[config.mk]
export PLATFORM = sky130hd
export DESIGN_NAME = qrs_sqrt_cell
export DESIGN_NICKNAME = d
export VERILOG_FILES = /design/src/sv/qrs_pkg.sv /design/src/sv/qrs_sqrt_cell.sv
export SDC_FILE = /design/constraint.sdc
export NUM_CORES = 1
export LEC_CHECK = 0
export BUFFER_PORTS_ARGS = -buffer_cell sky130_fd_sc_hd__buf_2
export CAP_MARGIN = 25
export CORE_ASPECT_RATIO = 1.1
export CORE_MARGIN = 2
export CORE_UTILIZATION = 31
export CTS_BUF_LIST = sky130_fd_sc_hd__clkbuf_8
export CTS_CLUSTER_DIAMETER = 200
export CTS_CLUSTER_SIZE = 25
export DETAILED_ROUTE_END_ITERATION = 12
export GPL_TIMING_DRIVEN = 0
export PLACE_DENSITY = 0.58
export SYNTH_ARGS = -nofsm -noshare
export SYNTH_HDL_FRONTEND = slang
export SYNTH_SLANG_ARGS = --single-unit
[constraint.sdc]
create_clock -name clk -period 8.99 [get_ports clk]
set_clock_uncertainty 0.05 [all_clocks]
set_input_delay 0.899 -clock clk [delete_from_list [all_inputs] [get_ports clk]]
set_output_delay 0.899 -clock clk [all_outputs]
set_load 0.01 [all_outputs]
[src/sv/qrs_pkg.sv]
// ----------------------------------------------------------------------------
// qrs_pkg
// Shared widths, status codes, cell payload types, the division step function
// and the root formatting function for the quadratic root solver.
// ----------------------------------------------------------------------------
`timescale 1ns / 1ps
`default_nettype none

package qrs_pkg;

  localparam int WORD_BITS = 32;
  localparam int FRAC_BITS = 16;

  // discriminant: signed difference width and radicand width
  localparam int DS_W   = 2 * WORD_BITS + 3;
  localparam int D_W    = 2 * WORD_BITS + 4;
  localparam int ROOT_W = D_W / 2;
  localparam int REM_W  = ROOT_W + 2;

  // divider operands
  localparam int DEN_W  = WORD_BITS + 1;
  localparam int NUM_W  = ROOT_W + 2;
  localparam int DREM_W = DEN_W + 1;
  localparam int DIVD_W = NUM_W - 1 + FRAC_BITS;
  localparam int QK_W   = WORD_BITS + 1;

  localparam int SQ_CELLS  = ROOT_W;
  localparam int DIV_CELLS = DIVD_W;

  localparam logic [1:0] ST_TWO  = 2'd0;
  localparam logic [1:0] ST_ONE  = 2'd1;
  localparam logic [1:0] ST_NONE = 2'd2;
  localparam logic [1:0] ST_ERR  = 2'd3;

  typedef struct packed {
    logic              valid;
    logic [1:0]        status;
    logic [D_W-1:0]    d;
    logic [REM_W-1:0]  rem;
    logic [ROOT_W-1:0] root;
    logic [DEN_W-1:0]  num_base;
    logic [DEN_W-1:0]  den;
  } sq_t;

  typedef struct packed {
    logic              neg;
    logic [DIVD_W-1:0] nd;
    logic [DREM_W-1:0] rem;
    logic [QK_W-1:0]   q;
    logic              big;
  } lane_t;

  typedef struct packed {
    logic             valid;
    logic [1:0]       status;
    logic [DEN_W-1:0] dm;
    lane_t            p;
    lane_t            m;
  } dv_t;

  typedef struct packed {
    logic                 ovf;
    logic [WORD_BITS-1:0] val;
  } root_t;

  // one restoring quotient bit
  function automatic lane_t div_lane(lane_t l, logic [DEN_W-1:0] dm);
    logic [DREM_W-1:0] r2;
    logic [DREM_W-1:0] dmx;
    lane_t             o;
    o     = l;
    dmx   = {1'b0, dm};
    r2    = {l.rem[DREM_W-2:0], l.nd[DIVD_W-1]};
    o.nd  = {l.nd[DIVD_W-2:0], 1'b0};
    o.big = l.big | l.q[QK_W-1];
    if (r2 >= dmx) begin
      o.rem = r2 - dmx;
      o.q   = {l.q[QK_W-2:0], 1'b1};
    end else begin
      o.rem = r2;
      o.q   = {l.q[QK_W-2:0], 1'b0};
    end
    return o;
  endfunction

  // apply sign and saturate to the word range
  function automatic root_t fmt_root(lane_t l);
    logic  sat_pos;
    logic  sat_neg;
    root_t r;
    sat_pos = l.big | l.q[QK_W-1] | l.q[QK_W-2];
    sat_neg = l.big | l.q[QK_W-1] | (l.q[QK_W-2] & (|l.q[QK_W-3:0]));
    if (l.neg) begin
      r.ovf = sat_neg;
      r.val = sat_neg ? {1'b1, {(WORD_BITS-1){1'b0}}}
                      : ({WORD_BITS{1'b0}} - l.q[WORD_BITS-1:0]);
    end else begin
      r.ovf = sat_pos;
      r.val = sat_pos ? {1'b0, {(WORD_BITS-1){1'b1}}} : l.q[WORD_BITS-1:0];
    end
    return r;
  endfunction

endpackage

`default_nettype wire

[src/sv/qrs_sqrt_cell.sv]
// ----------------------------------------------------------------------------
// qrs_sqrt_cell
// One digit-by-digit square root step: brings down two radicand bits and
// settles one root bit.
// ----------------------------------------------------------------------------
`timescale 1ns / 1ps
`default_nettype none

module qrs_sqrt_cell (
  input  wire               clk,
  input  wire               rst_n,
  input  wire               en,
  input  wire qrs_pkg::sq_t sq_i,
  output qrs_pkg::sq_t      sq_o
);

  logic [qrs_pkg::REM_W-1:0] rem2, trial;
  qrs_pkg::sq_t              sq_nxt, sq_r;

  always_comb begin
    sq_nxt = sq_i;
    rem2   = {sq_i.rem[qrs_pkg::REM_W-3:0], sq_i.d[qrs_pkg::D_W-1 -: 2]};
    trial  = {sq_i.root, 2'b01};
    sq_nxt.d = {sq_i.d[qrs_pkg::D_W-3:0], 2'b00};
    if (rem2 >= trial) begin
      sq_nxt.rem  = rem2 - trial;
      sq_nxt.root = {sq_i.root[qrs_pkg::ROOT_W-2:0], 1'b1};
    end else begin
      sq_nxt.rem  = rem2;
      sq_nxt.root = {sq_i.root[qrs_pkg::ROOT_W-2:0], 1'b0};
    end
  end

  always_ff @(posedge clk) begin
    if (!rst_n) begin
      sq_r.valid <= 1'b0;
    end else if (en) begin
      sq_r.valid <= sq_nxt.valid;
    end
    if (en) begin
      sq_r.status   <= sq_nxt.status;
      sq_r.d        <= sq_nxt.d;
      sq_r.rem      <= sq_nxt.rem;
      sq_r.root     <= sq_nxt.root;
      sq_r.num_base <= sq_nxt.num_base;
      sq_r.den      <= sq_nxt.den;
    end
  end

  assign sq_o = sq_r;

endmodule

`default_nettype wire

# After elaboration in Yosys (flattened, before gate mapping)
# Cells that the tools add are included.
# totals
reg_bits	205
input_bits	210
output_inout_bits	207
elab_cells	10
# op_classes
n_lt_le_gt_ge	1
add_sub_neg	1
mux	1
# op_table
cell	count
70-bit two-way mux	1
36-bit greater-or-equal comparator	1
36-bit subtractor	1

# Logic depth before layout (Yosys ltp)
# logic_depth
word_depth	2
depth_mapped	13
ltp_nobuf	11

# Worst setup path before layout
# No wires, ideal clock.
# synth_timing
kind	in2reg
from	input sq_i[66] (netlist bit)
to	register sq_r, in the netlist sq_o[108], data pin
t_arrival_ns	3.312
required_time_ns	8.680
path_stages	12
n_path_buf	1
setup_slack_ns	5.368
setup_ns	0.260
cell_sequence	inv_1 > ha_1 > nor2b_1 > o31a_1 > o31ai_2 > and2b_1 > o21ai_2 > a211oi_4 > a221oi_2 > o22ai_4 > buf_6 > mux2_2
# synth_rtl
item	line	rtl
from (decl)	qrs_sqrt_cell.sv:13	input wire qrs_pkg::sq_t sq_i,
to (decl)	qrs_sqrt_cell.sv:18	qrs_pkg::sq_t sq_nxt, sq_r;

==> impl_metrics.yaml <==
sta:
  slew_headroom: 0.475
  max_freq_ghz: 0.268
  finalMaxSlewViolations: 0
  rsz0062_at_grt: "false"
  finalSetupTns_ns: 0
  layout_setup_ws_ns: 5.26
  finalSetupViolCount: 0
  fin_crit_ns: 3.73
  hold_viol: 0
  tightest_slew_ns: 0.787
  timing.final.crit_share: 0.415
  whs_ns: 0.484
routing:
  dr.pass1.iters: 5
  drt-initial-drc-count: 378
  wl_per_cell_um: 20.0
  wl_met1_mm: 10.1
  num_vias: 6246
  vias_per_cell: 4.58
  wl_met2_mm: 13.5
  drc_errors: 0
  antenna_left: 0
  drt-total-wl_mm: 27.3
  top_layer: "met5"
  wl_met3_mm: 3.00
logic_synthesis:
  dominantRegCellSynth: "edfxtp_1"
  synthesis.area_sq_mm: 0.00875
  ys_seq_area_frac: 0.702
  syn_inst: 567
  synth-edff-count: 204
  synth_cell_types: 60
  synth_area_per_cell_sq_um: 15.4
  yosys_warnings: 0
  async_reset_ff_frac: 0
  ys_ff_latch: 205
clocking:
  cts_root_buf: "clkbuf_8"
  clock_latency_ns: 0.50
  post_cts_buffers: 0
  cts_sinks: 205
  path_clk_slew_ns: 0.15
  postCtsHoldBufs: 0
  cts_buffers: 12
  cts_tree: "yes"
  cts.path.max_buffers: 3
  ctsHtreeMaxLevel: 1
  cts-resized-gates: 0
worst_setup_path:
  start_kind: "input port"
  r2r-start: "sq_o[206]$_SDFFE_PN0P_"
  cpMaxStageDelayCell: "o22ai_4"
  timing.critical_path.required_ns: 9.19
  endpoint_kind: "register"
  cp.arrival_ns: 3.93
  max_stage_delay_ns: 0.39
  startpoint: "sq_i[66]"
  critPathKind: "in2reg"
  cp_max_fo: 10
  cp_cell_sequence: "buf_2, inv_1, ha_1, nor2b_1, o31a_1, o31ai_2, and2b_1, o21ai_2, a211oi_4, a221oi_2, o22ai_4, buf_6, mux2_2"
  path_delay_family: "compound AO/OA/AOI/OAI gates"
  worst-path-buf-inv: 3
placed_design:
  dp_cells: 1344
  post-place-ws_ns: 4.66
  numPortBuffers: 412
  place_area_sq_mm: 0.0113
  hpwl_mm: 21.7
  gp_congestion: 0.856
cells_and_area:
  stdcell_count: 1365
  final_core_util: 0.415
  largest_reg_flops: 205
  regArea_sq_mm: 0.00615
  fin_nets: 1241
  syn_to_final_growth_pct: 31.7
  nFillCells: 2671
  stdcell_area_sq_mm: 0.0115
  multi_input_area_sq_mm: 0.00235
  final_cell_mix: "414 x buf_2, 204 x edfxtp_1, 50 x inv_1, 36 x ha_1, 34 x a21oi_1"
  drive_gt1_frac: 0.475
  final_common_cell: "buf_2"
grt:
  overflow: 0
  grt_usage: 0.173
  grt_pass1_wl_mm: 38.5
  grt_max_degree: 109
  antenna_found_initial: 10
  grt_pass1_vias: 6318
floorplan:
  rows: 64
  start_util: 0.315
  fp.dieW_um: 164
  io_pins: 417
  die_h_um: 180
  core_area_sq_mm: 0.0278
  dieArea_sq_mm: 0.0296
min_path:
  hp-start: "sq_i[152]"
  worstHoldPathType: "in2reg"
power:
  p_leak_nw: 5.05
  power_mw: 2.04
  irDropWorstVdd_mv: 0.125
  power_density_mw_per_mm2: 177
flow_run:
  cap_viol_max_count: 0
status:
  outcome: "complete, no violations"
-- power breakdown --
part / switching (mW) / internal (mW) / leakage [nW]
logic: 0.243 / 0.184 / 2.93
clock network: 0.301 / 0.140 / 0.119
registers: 0.0191 / 1.15 / 2.00
-- routing by layer --
layer	global-route usage	vias to the layer above
met4	0.0456	10
met1	0.191	2945
met2	0.307	254
met5	0	-
met3	0.0697	43
li1	-	2994
-- worst reg2reg max path, delay by kind of cell (launching register included) --
kind,cells,cell delay [ns]
flops,1,0.33
mux,1,0.12
simple gates,1,0.06
-- logic make-up (layout without fill, tap and decap cells) --
kind of cell | count (synthesis) | in the layout | synth area share
flip-flops | 205 | 205 | 0.702
AO/OA/AOI/OAI | 115 | 115 | 0.0911
AND/OR/NAND/NOR | 81 | 81 | 0.0460
buffers and inverters | 60 | 490 | 0.0297
multiplexers | 37 | 37 | 0.0469
adder cells (fa/ha/maj) | 36 | 36 | 0.0515
XOR/XNOR | 32 | 32 | 0.0320
other | 1 | 6 | 0.000429
-- cell usage after synthesis, types with 2 or more instances --
cell type / number / area, sq um
edfxtp_1: 204 / 6130
inv_1: 47 / 176
ha_1: 36 / 450
a21oi_1: 34 / 170
mux2_2: 27 / 304
nor2_1: 24 / 90.1
nand2_1: 21 / 78.8
xnor2_1: 20 / 175
o21ai_0: 19 / 95.1
a21o_1: 17 / 128
xor2_1: 12 / 105
a31oi_1: 6 / 37.5
nand3_1: 6 / 30.0
mux2_1: 5 / 56.3
mux2i_1: 5 / 50.1
nand4_1: 5 / 31.3
o21a_1: 5 / 37.5
clkbuf_1: 4 / 15.0
o21bai_1: 4 / 30.0
buf_2: 3 / 15.0
buf_6: 3 / 33.8
nand2b_1: 3 / 18.8
nor2b_1: 3 / 18.8
nor3_1: 3 / 15.0
o31a_1: 3 / 26.3
or3_1: 3 / 18.8
a211oi_1: 2 / 15.0
a21boi_0: 2 / 15.0
and2_1: 2 / 12.5
and3_1: 2 / 12.5
buf_4: 2 / 15.0
nand4b_1: 2 / 17.5
nor4b_1: 2 / 17.5
o211ai_1: 2 / 15.0
o21ai_1: 2 / 10.0
o21ai_2: 2 / 17.5
o311ai_0: 2 / 17.5
-- cell type report --
class / count / share of cell area
Sequential cell: 205 / 0.533
Multi-Input combinational cell: 303 / 0.204
Timing Repair Buffer: 413 / 0.182
Tap cell: 363 / 0.0394
Clock buffer: 13 / 0.0155
Inverter: 47 / 0.0153
Buffer: 13 / 0.00727
Clock inverter: 4 / 0.00271
Antenna cell: 4 / 0.000868
-- final timing paths --
| kind | end | slack (ns) | cells after the start |
|---|---|---|---|
| setup reg to reg | sq_o[206]$_SDFFE_PN0P_ | 8.33 | 2 |
| hold reg to reg | sq_o[206]$_SDFFE_PN0P_ | 0.50 | 2 |
| hold / removal | sq_o[154]$_DFFE_PP_ | 0.48 | 1 |
| setup / recovery | sq_o[116]$_DFFE_PP_ | 5.26 | 13 |
(Power assumes the default switching activity.)
