**src/sv/qrs_pkg.sv**
```systemverilog
// ----------------------------------------------------------------------------
// qrs_pkg
// Shared widths, status codes, cell payload types, the division step function
// and the root formatting function for the quadratic root solver.
// ----------------------------------------------------------------------------
`timescale 1ns / 1ps
`default_nettype none

package qrs_pkg;

  localparam int WORD_BITS = 32;
  localparam int FRAC_BITS = 16;

  // discriminant: signed difference width and radicand width
  localparam int DS_W   = 2 * WORD_BITS + 3;
  localparam int D_W    = 2 * WORD_BITS + 4;
  localparam int ROOT_W = D_W / 2;
  localparam int REM_W  = ROOT_W + 2;

  // divider operands
  localparam int DEN_W  = WORD_BITS + 1;
  localparam int NUM_W  = ROOT_W + 2;
  localparam int DREM_W = DEN_W + 1;
  localparam int DIVD_W = NUM_W - 1 + FRAC_BITS;
  localparam int QK_W   = WORD_BITS + 1;

  localparam int SQ_CELLS  = ROOT_W;
  localparam int DIV_CELLS = DIVD_W;

  localparam logic [1:0] ST_TWO  = 2'd0;
  localparam logic [1:0] ST_ONE  = 2'd1;
  localparam logic [1:0] ST_NONE = 2'd2;
  localparam logic [1:0] ST_ERR  = 2'd3;

  typedef struct packed {
    logic              valid;
    logic [1:0]        status;
    logic [D_W-1:0]    d;
    logic [REM_W-1:0]  rem;
    logic [ROOT_W-1:0] root;
    logic [DEN_W-1:0]  num_base;
    logic [DEN_W-1:0]  den;
  } sq_t;

  typedef struct packed {
    logic              neg;
    logic [DIVD_W-1:0] nd;
    logic [DREM_W-1:0] rem;
    logic [QK_W-1:0]   q;
    logic              big;
  } lane_t;

  typedef struct packed {
    logic             valid;
    logic [1:0]       status;
    logic [DEN_W-1:0] dm;
    lane_t            p;
    lane_t            m;
  } dv_t;

  typedef struct packed {
    logic                 ovf;
    logic [WORD_BITS-1:0] val;
  } root_t;

  // one restoring quotient bit
  function automatic lane_t div_lane(lane_t l, logic [DEN_W-1:0] dm);
    logic [DREM_W-1:0] r2;
    logic [DREM_W-1:0] dmx;
    lane_t             o;
    o     = l;
    dmx   = {1'b0, dm};
    r2    = {l.rem[DREM_W-2:0], l.nd[DIVD_W-1]};
    o.nd  = {l.nd[DIVD_W-2:0], 1'b0};
    o.big = l.big | l.q[QK_W-1];
    if (r2 >= dmx) begin
      o.rem = r2 - dmx;
      o.q   = {l.q[QK_W-2:0], 1'b1};
    end else begin
      o.rem = r2;
      o.q   = {l.q[QK_W-2:0], 1'b0};
    end
    return o;
  endfunction

  // apply sign and saturate to the word range
  function automatic root_t fmt_root(lane_t l);
    logic  sat_pos;
    logic  sat_neg;
    root_t r;
    sat_pos = l.big | l.q[QK_W-1] | l.q[QK_W-2];
    sat_neg = l.big | l.q[QK_W-1] | (l.q[QK_W-2] & (|l.q[QK_W-3:0]));
    if (l.neg) begin
      r.ovf = sat_neg;
      r.val = sat_neg ? {1'b1, {(WORD_BITS-1){1'b0}}}
                      : ({WORD_BITS{1'b0}} - l.q[WORD_BITS-1:0]);
    end else begin
      r.ovf = sat_pos;
      r.val = sat_pos ? {1'b0, {(WORD_BITS-1){1'b1}}} : l.q[WORD_BITS-1:0];
    end
    return r;
  endfunction

endpackage

`default_nettype wire

```
**src/sv/qrs_div_cell.sv**
```systemverilog
// ----------------------------------------------------------------------------
// qrs_div_cell
// One restoring division step for both roots, sharing the divisor.
// ----------------------------------------------------------------------------
`timescale 1ns / 1ps
`default_nettype none

module qrs_div_cell (
  input  wire               clk,
  input  wire               rst_n,
  input  wire               en,
  input  wire qrs_pkg::dv_t dv_i,
  output qrs_pkg::dv_t      dv_o
);

  qrs_pkg::dv_t dv_nxt, dv_r;

  always_comb begin
    dv_nxt   = dv_i;
    dv_nxt.p = qrs_pkg::div_lane(dv_i.p, dv_i.dm);
    dv_nxt.m = qrs_pkg::div_lane(dv_i.m, dv_i.dm);
  end

  always_ff @(posedge clk) begin
    if (!rst_n) begin
      dv_r.valid <= 1'b0;
    end else if (en) begin
      dv_r.valid <= dv_nxt.valid;
    end
    if (en) begin
      dv_r.status <= dv_nxt.status;
      dv_r.dm     <= dv_nxt.dm;
      dv_r.p      <= dv_nxt.p;
      dv_r.m      <= dv_nxt.m;
    end
  end

  assign dv_o = dv_r;

endmodule

`default_nettype wire

```
**config.mk**
```make
export PLATFORM = sky130hd
export DESIGN_NAME = qrs_div_cell
export DESIGN_NICKNAME = d
export VERILOG_FILES = /design/src/sv/qrs_pkg.sv /design/src/sv/qrs_div_cell.sv
export SDC_FILE = /design/constraint.sdc
export NUM_CORES = 1
export LEC_CHECK = 0
export ABC_AREA = 1
export ABC_CLOCK_PERIOD_IN_PS = 2700
export BUFFER_PORTS_ARGS = -buffer_cell sky130_fd_sc_hd__buf_2
export CORE_AREA = 2 2 214 216
export DETAILED_ROUTE_END_ITERATION = 16
export DIE_AREA = 0 0 216 218
export SYNTH_ARGS = -nofsm -noshare
export SYNTH_HDL_FRONTEND = slang
export SYNTH_SLANG_ARGS = --single-unit
export TNS_END_PERCENT = 5
```
**constraint.sdc**
```tcl
create_clock -name clk -period 2.7 [get_ports clk]
set_input_delay 0.54 -clock clk [delete_from_list [all_inputs] [get_ports clk]]
set_output_delay 0.54 -clock clk [all_outputs]
set_load 0.02 [all_outputs]
```
Word-level counts from Yosys, hierarchy flattened

Index checks and enable logic that the tools add are counted.

Bits in registers: 274
Bits in latches: 0
RAM bits: 0
Memory bits (read-only): 0
Input bits: 279
Output and inout bits: 276
Word-level logic and storage cells: 21
Memories kept: 0

Add/sub/neg operators: 2
Multipliers: 0
Divide/modulo/power cells: 0
Magnitude comparators: 2
Equality and inequality tests: 0
Shift operators: 0
Muxes and demuxes: 2
Bitwise logic cells: 2
Reduce and logical (&&, ||, !) cells: 0

Operator list:

| operator       | count |
|---|---|
| $mux 67        | 2 |
| $ge 34x33->1   | 2 |
| $sub 34x33->34 | 2 |
| $or 1x1->1     | 2 |

Logic depth before layout (Yosys ltp)

Gate-level depths: netlist of the first run.

Depth after elaboration: 2
Mapped depth: 16
Mapped depth without buffers: 16

Worst setup path before layout of the first run

Ideal clock, no wire load.

Path kind: input-to-reg
Start point: in dv_i[238] (netlist name)
End point: reg dv_r, in the netlist dv_o[182], data pin
Setup time: 0.252 ns
Arrival time: 2.006 ns
Data required time: 2.448 ns
Setup slack: 0.442 ns
Stages: 13
Path buffers: 1
Path through: inv_1 ha_1 inv_1 fa_1 nand3_1 nand3_2 nand2_1 nand2_2 nand3_1 nand2_4 buf_6 nand2_1 nand2_1

RTL lines:

| what            | RTL line           | RTL |
|---|---|---|
| start, declared | qrs_div_cell.sv:12 | `input wire qrs_pkg::dv_t dv_i,` |
| end, declared   | qrs_div_cell.sv:16 | `qrs_pkg::dv_t dv_nxt, dv_r;` |

==> results.toml, run 1 <==
[yosys]
yosys-top-cells-area = "edfxtp_1 (56%), nand2_1 (17%), inv_1 (6.9%)"
async_flop_share_pct = 0
yosysTopAreaCell = "edfxtp_1"
syn_area_um2 = 14600
yosysSeqAreaShare_pct = 56.2
syn_avg_cell_area_um2 = 8.95
ys.warnings.count = 0
synthCells = 1634
synth.top_cell.area_share_pct = 56.1
ys_ff_latch = 274
synth_edf_count = 273
synth.distinct_cells = 35
synth_flop_cell = "edfxtp_1"

[sta]
finalSetupTns_ns = 0
max_freq_mhz = 448
slew_violations = 0
clock_skew_ns = 0
setup_viol = 0
hold_viol = 0
rsz0062_at_grt = "no"
finalCritPeriodShare_pct = 82.6
fin_crit_ns = 2.23

[floorplan]
dieArea_um2 = 47100
rows = 78
coreArea_um2 = 44900
die_h_um = 218
dieWidth_um = 216
io_pins = 555
initial_core_util_pct = 32.6

[cells_and_area]
syn2layout_area_growth_pct = 38.0
largest_reg_flops = 274
nets = 2698
drive_gt1_share_pct = 33.3
fillers = 4546

[clock_network]
cts_buffers = 31
clockBufferDepth = 3
htree_levels = 1
clk_pin_slew_ns = 0.06
clockRootBuffer = "clkbuf_16"
cts_hold_buf = 0
post_cts_resized = 0
cts_sinks = 274
cts_tree = "built"
post_cts_buffers = 0
clock_latency_ns = 0.58

[worst_setup_path]
crit_fanout = 29
critPathCaptureType = "register"
cp-start-kind = "input port"
crit_start = "dv_i[272]"
crit_type = "in2reg"
arrival_ns = 2.56
worstReg2RegStart = "dv_o[275]$_SDFFE_PN0P_"
cp.required_ns = 3.03

[place]
io_buffers = 550
dpl.hpwl_mm = 50.8
place_congestion = 0.955

[power]
fin_total_pwr_mw = 12.6
power_density_nw_per_um2 = 625
power_leakage_nw = 10.4
ir_drop_uv = 475

[detailed_routing]
vias = 13600
routedWlPerCell_um = 20.3
firstDrtPassIters = 5
antenna_left = 0
viasPerCell = 4.57
drtIter0Drc = 969
drcViolationCount = 0
routed_wirelength_mm = 60.3

[grt]
antenna_found_initial = 10
grt_start_max_net_pins = 68
grt_pass1_wl_mm = 85.1
grt_overflow = 0
grt_pass1_vias = 13700
track_usage_pct = 24.7

[flow_run]
cap_violations = 0

[run_status]
status = "completed"

[min_path]
hold_path_class = "in2reg"
min_from = "dv_i[97]"
## per-stage QoR
stage               hold slack, ns  worst slack, ns  std cells  area [um2]  utilization [%]
CTS                          0.101            0.520       2974       20200             44.9
detailed placement           0.541           -0.114       2918       19200             42.7
finish                       0.128            0.470       2977       20200             44.9
global placement             0.532          -0.0560       2918       19200             42.7
global route                 0.102            0.292       2974       20200             44.9
floorplan                    0.606            0.442       1635       14600                -
## layout by cell type, fill, tap and decap left out, types with 4 or more instances in the layout
master,count
o21ai_0,9
buf_4,139
nand2_2,15
edfxtp_1,273
nand3_1,61
nor3_1,12
nand2_1,663
nor2_1,100
or2_2,4
xor2_1,29
o21bai_1,6
buf_2,549
clkbuf_1,5
a21o_1,4
clkinvlp_4,5
nor4_1,4
a21oi_1,47
inv_1,269
clkbuf_16,31
nand4_1,15
ha_1,66
nor2_2,14
clkbuf_8,4
buf_12,8
## synth_stat cells, types with 3 or more instances
library cell	number
nand2_4	3
edfxtp_1	273
buf_6	12
inv_1	269
nor2_2	14
o21ai_0	9
or2_2	4
nand4_1	15
nor2_1	100
a21oi_1	47
nand3b_1	3
xnor2_1	3
a21o_1	4
xor2_1	29
ha_1	66
nor4_1	4
o21bai_1	6
nand2_2	15
nor3_1	12
nand3_1	61
nand2_1	663
## critical path, stage by stage
cell	delay (ns)
buf_2	0.09
inv_1	0.09
ha_1	0.31
inv_1	0.06
nor2_2	0.26
nand3_1	0.11
nor2_1	0.19
nand4_1	0.25
nand2_1	0.17
or2_4	0.14
nand2_4	0.05
buf_12	0.15
nand2_1	0.08
nand2_1	0.05
## final cells by class
cell class,count,area (um2),share of cell area [%]
diodes,3,7.51,0.0372
clock inverters,16,129,0.639
repair buffers,697,3970,19.7
flip-flops and latches,274,8220,40.7
clock buffers,40,850,4.21
well taps,600,751,3.72
inverters,270,1010,5.02
multi-input cells,1077,5240,26.0
## cells by family after synthesis
logic type / after synthesis / synth area share, %
xor+xnor: 32 / 1.92
simple gates: 902 / 25.2
fa+ha+maj: 68 / 5.92
buf+inv: 284 / 7.96
compound gates: 73 / 2.78
other cells: 1 / 0.0256
flops: 274 / 56.2
## path summary, 6_finish.rpt
path / to / slack [ns] / cells after the start
max: dv_o[168]$_DFFE_PP_ / 0.47 / 14
min: dv_o[98]$_DFFE_PP_ / 0.13 / 1
max reg2reg: dv_o[275]$_SDFFE_PN0P_ / 2.05 / 2
min reg2reg: dv_o[275]$_SDFFE_PN0P_ / 0.57 / 2
## per-layer routing
metal / share of wire [%] / GRT usage [%] / vias up
met5: 0.015 / 0 / -
met4: 2.5 / 6.12 / 2
met3: 5.6 / 3.85 / 72
met2: 51 / 46.5 / 462
met1: 41 / 29.4 / 6407
li1: - / - / 6649
## power breakdown
group          leakage (nW)  switching, mW  internal, mW  total (mW)
clock network         0.465           1.77          2.31        4.08
registers              2.68          0.123          5.19        5.31
logic                  7.25           2.08          1.14        3.21
Power figures use the tool's default switching activity.
==> run 2, diff against run 1 <==
ABC_CLOCK_PERIOD_IN_PS = 2000   (was 2700)
CORE_AREA = 2 2 219 221   (was 2 2 214 216)
DIE_AREA = 0 0 221 223   (was 0 0 216 218)
clock period = 2 ns   (was 2.7 ns; I/O delays follow)
==> results.toml, run 2 (synthesis results as in run 1) <==
[run_status]
status = "completed"

[worst_setup_path]
critPathCaptureType = "register"
crit_fanout = 6
crit_start = "dv_i[265]"
timing.critical_path.buf_inv = 3
crit_type = "in2reg"
r2r_slack_ns = 1.36
worstReg2RegStart = "dv_o[275]$_SDFFE_PN0P_"
arrival_ns = 2.27
path_cells = "buf_2, inv_1, ha_4, a21oi_1, nand3_2, nand2_1, nand3b_1, nor2_4, nand2_8, clkbuf_16, nand2_1, nand2_1"
cp-start-kind = "input port"
crit_family = "simple AND/OR/NAND/NOR gates"
crit_path_top_delay_cell = "ha_4"
max_stage_delay_ns = 0.26
cp.required_ns = 2.30
critical_path.most_common_cell = "nand2_1"

[detailed_routing]
drcViolationCount = 0
firstDrtPassIters = 5
routed_wirelength_mm = 64.5
antenna_left = 0
vias = 14400
viasPerCell = 4.57
drtIter0Drc = 879
routedWlPerCell_um = 20.5

[power]
ir_drop_uv = 703
power_density_nw_per_um2 = 834
power_leakage_nw = 11.3

[cells_and_area]
final_cells = 3145
drive_gt1_share_pct = 43.1
nets = 2848
seqCellArea_um2 = 8220
multiInputGateArea_um2 = 6170
fillers = 4558
final_common_cell = "nand2_1"
syn2layout_area_growth_pct = 55.4
final_cell_mix = "nand2_1 (628), buf_2 (547), edfxtp_1 (273), buf_4 (258), inv_1 (237)"
largest_reg_flops = 274

[clock_network]
clockRootBuffer = "clkbuf_16"
htree_levels = 2
clock_latency_ns = 0.54
cts_tree = "built"
clockBufferDepth = 3
cts_sinks = 274
cts_buffers = 35
clk_pin_slew_ns = 0.06

[sta]
clock_skew_ns = 0
max_freq_mhz = 507
rsz0062_at_grt = "yes"
finalCritPeriodShare_pct = 98.6
setup_viol = 0
slew_violations = 0
hold_viol = 0
timing.hold.ws_ns = 0.0323
fin_crit_ns = 1.97

[min_path]
min_from = "dv_i[138]"
hold_path_class = "in2reg"

[floorplan]
io_pins = 555
initial_core_util_pct = 31.0
dieWidth_um = 221
dieArea_um2 = 49300
rows = 80
coreArea_um2 = 47100
die_h_um = 223

[place]
dpl.hpwl_mm = 52.9
io_buffers = 550
place_congestion = 0.923
dp_cells = 3056

[flow_run]
cap_violations = 0

[grt]
antenna_found_initial = 11
track_usage_pct = 24.9
grt_pass1_vias = 14200
grt_overflow = 0
grt_pass1_wl_mm = 89.8
grt_start_max_net_pins = 68
run 2: worst paths after layout:
check	to	cells after the start
worst max-delay path	dv_o[176]$_DFFE_PP_	12
worst min-delay path	dv_o[139]$_DFFE_PP_	1
worst max register to register	dv_o[275]$_SDFFE_PN0P_	2
worst min register to register	dv_o[275]$_SDFFE_PN0P_	2
run 2: power by group:
part / switching [mW] / leakage (nW) / internal (mW)
Combinational: 3.09 / 8.02 / 2.06
Sequential: 0.201 / 2.68 / 7.00
Clock: 2.62 / 0.577 / 3.97
run 2: worst register-to-register path, cell delays in order, from the launching register on:
cell and delay, ns:
dfxtp_1 0.32, o21ai_0 0.15, a21oi_1 0.06
run 2: metal layers:
layer  track usage, %  vias up  part of all wire [%]
met5                0        -                 0.098
met4             6.04       10                   2.8
met3             5.20       97                   6.1
met2             46.3      510                    52
met1             29.2     6782                    40
li1                 -     6961                     -
run 2: timing repair:
item / in CTS / in global routing
setup endpoints to repair: 0 / 68
resized for setup: 0 / 122
hold buffers: 12 / 0
hold endpoints to repair: 12 / 0
setup buffers: 0 / 4
run 2: cell type report:
| class | instances | area share (%) |
|---|---|---|
| clock buffers | 40 | 4.03 |
| clock inverters | 23 | 1.16 |
| flip-flops and latches | 274 | 36.2 |
| diodes | 3 | 0.0330 |
| inverters | 270 | 4.62 |
| repair buffers | 843 | 23.4 |
| multi-input cells | 1077 | 27.2 |
| well taps | 615 | 3.39 |
run 2: metrics by stage:
| stage | area, um2 | setup slack [ns] | utilization [%] | power [mW] | setup TNS (ns) |
|---|---|---|---|---|---|
| 2_1_floorplan | 15200 | -0.000631 | - | 9.74 | -0.000631 |
| 3_3_place_gp | 20800 | -0.593 | 44.1 | 12.2 | -36.56 |
| 3_5_place_dp | 20800 | -0.580 | 44.1 | 12.2 | -35.74 |
| 4_1_cts | 22100 | 0.00177 | 46.9 | 18.9 | 0 |
| 5_1_grt | 22700 | -0.0182 | 48.2 | 19.7 | -0.268 |
| 6_report | 22700 | 0.0276 | 48.2 | 18.9 | 0 |
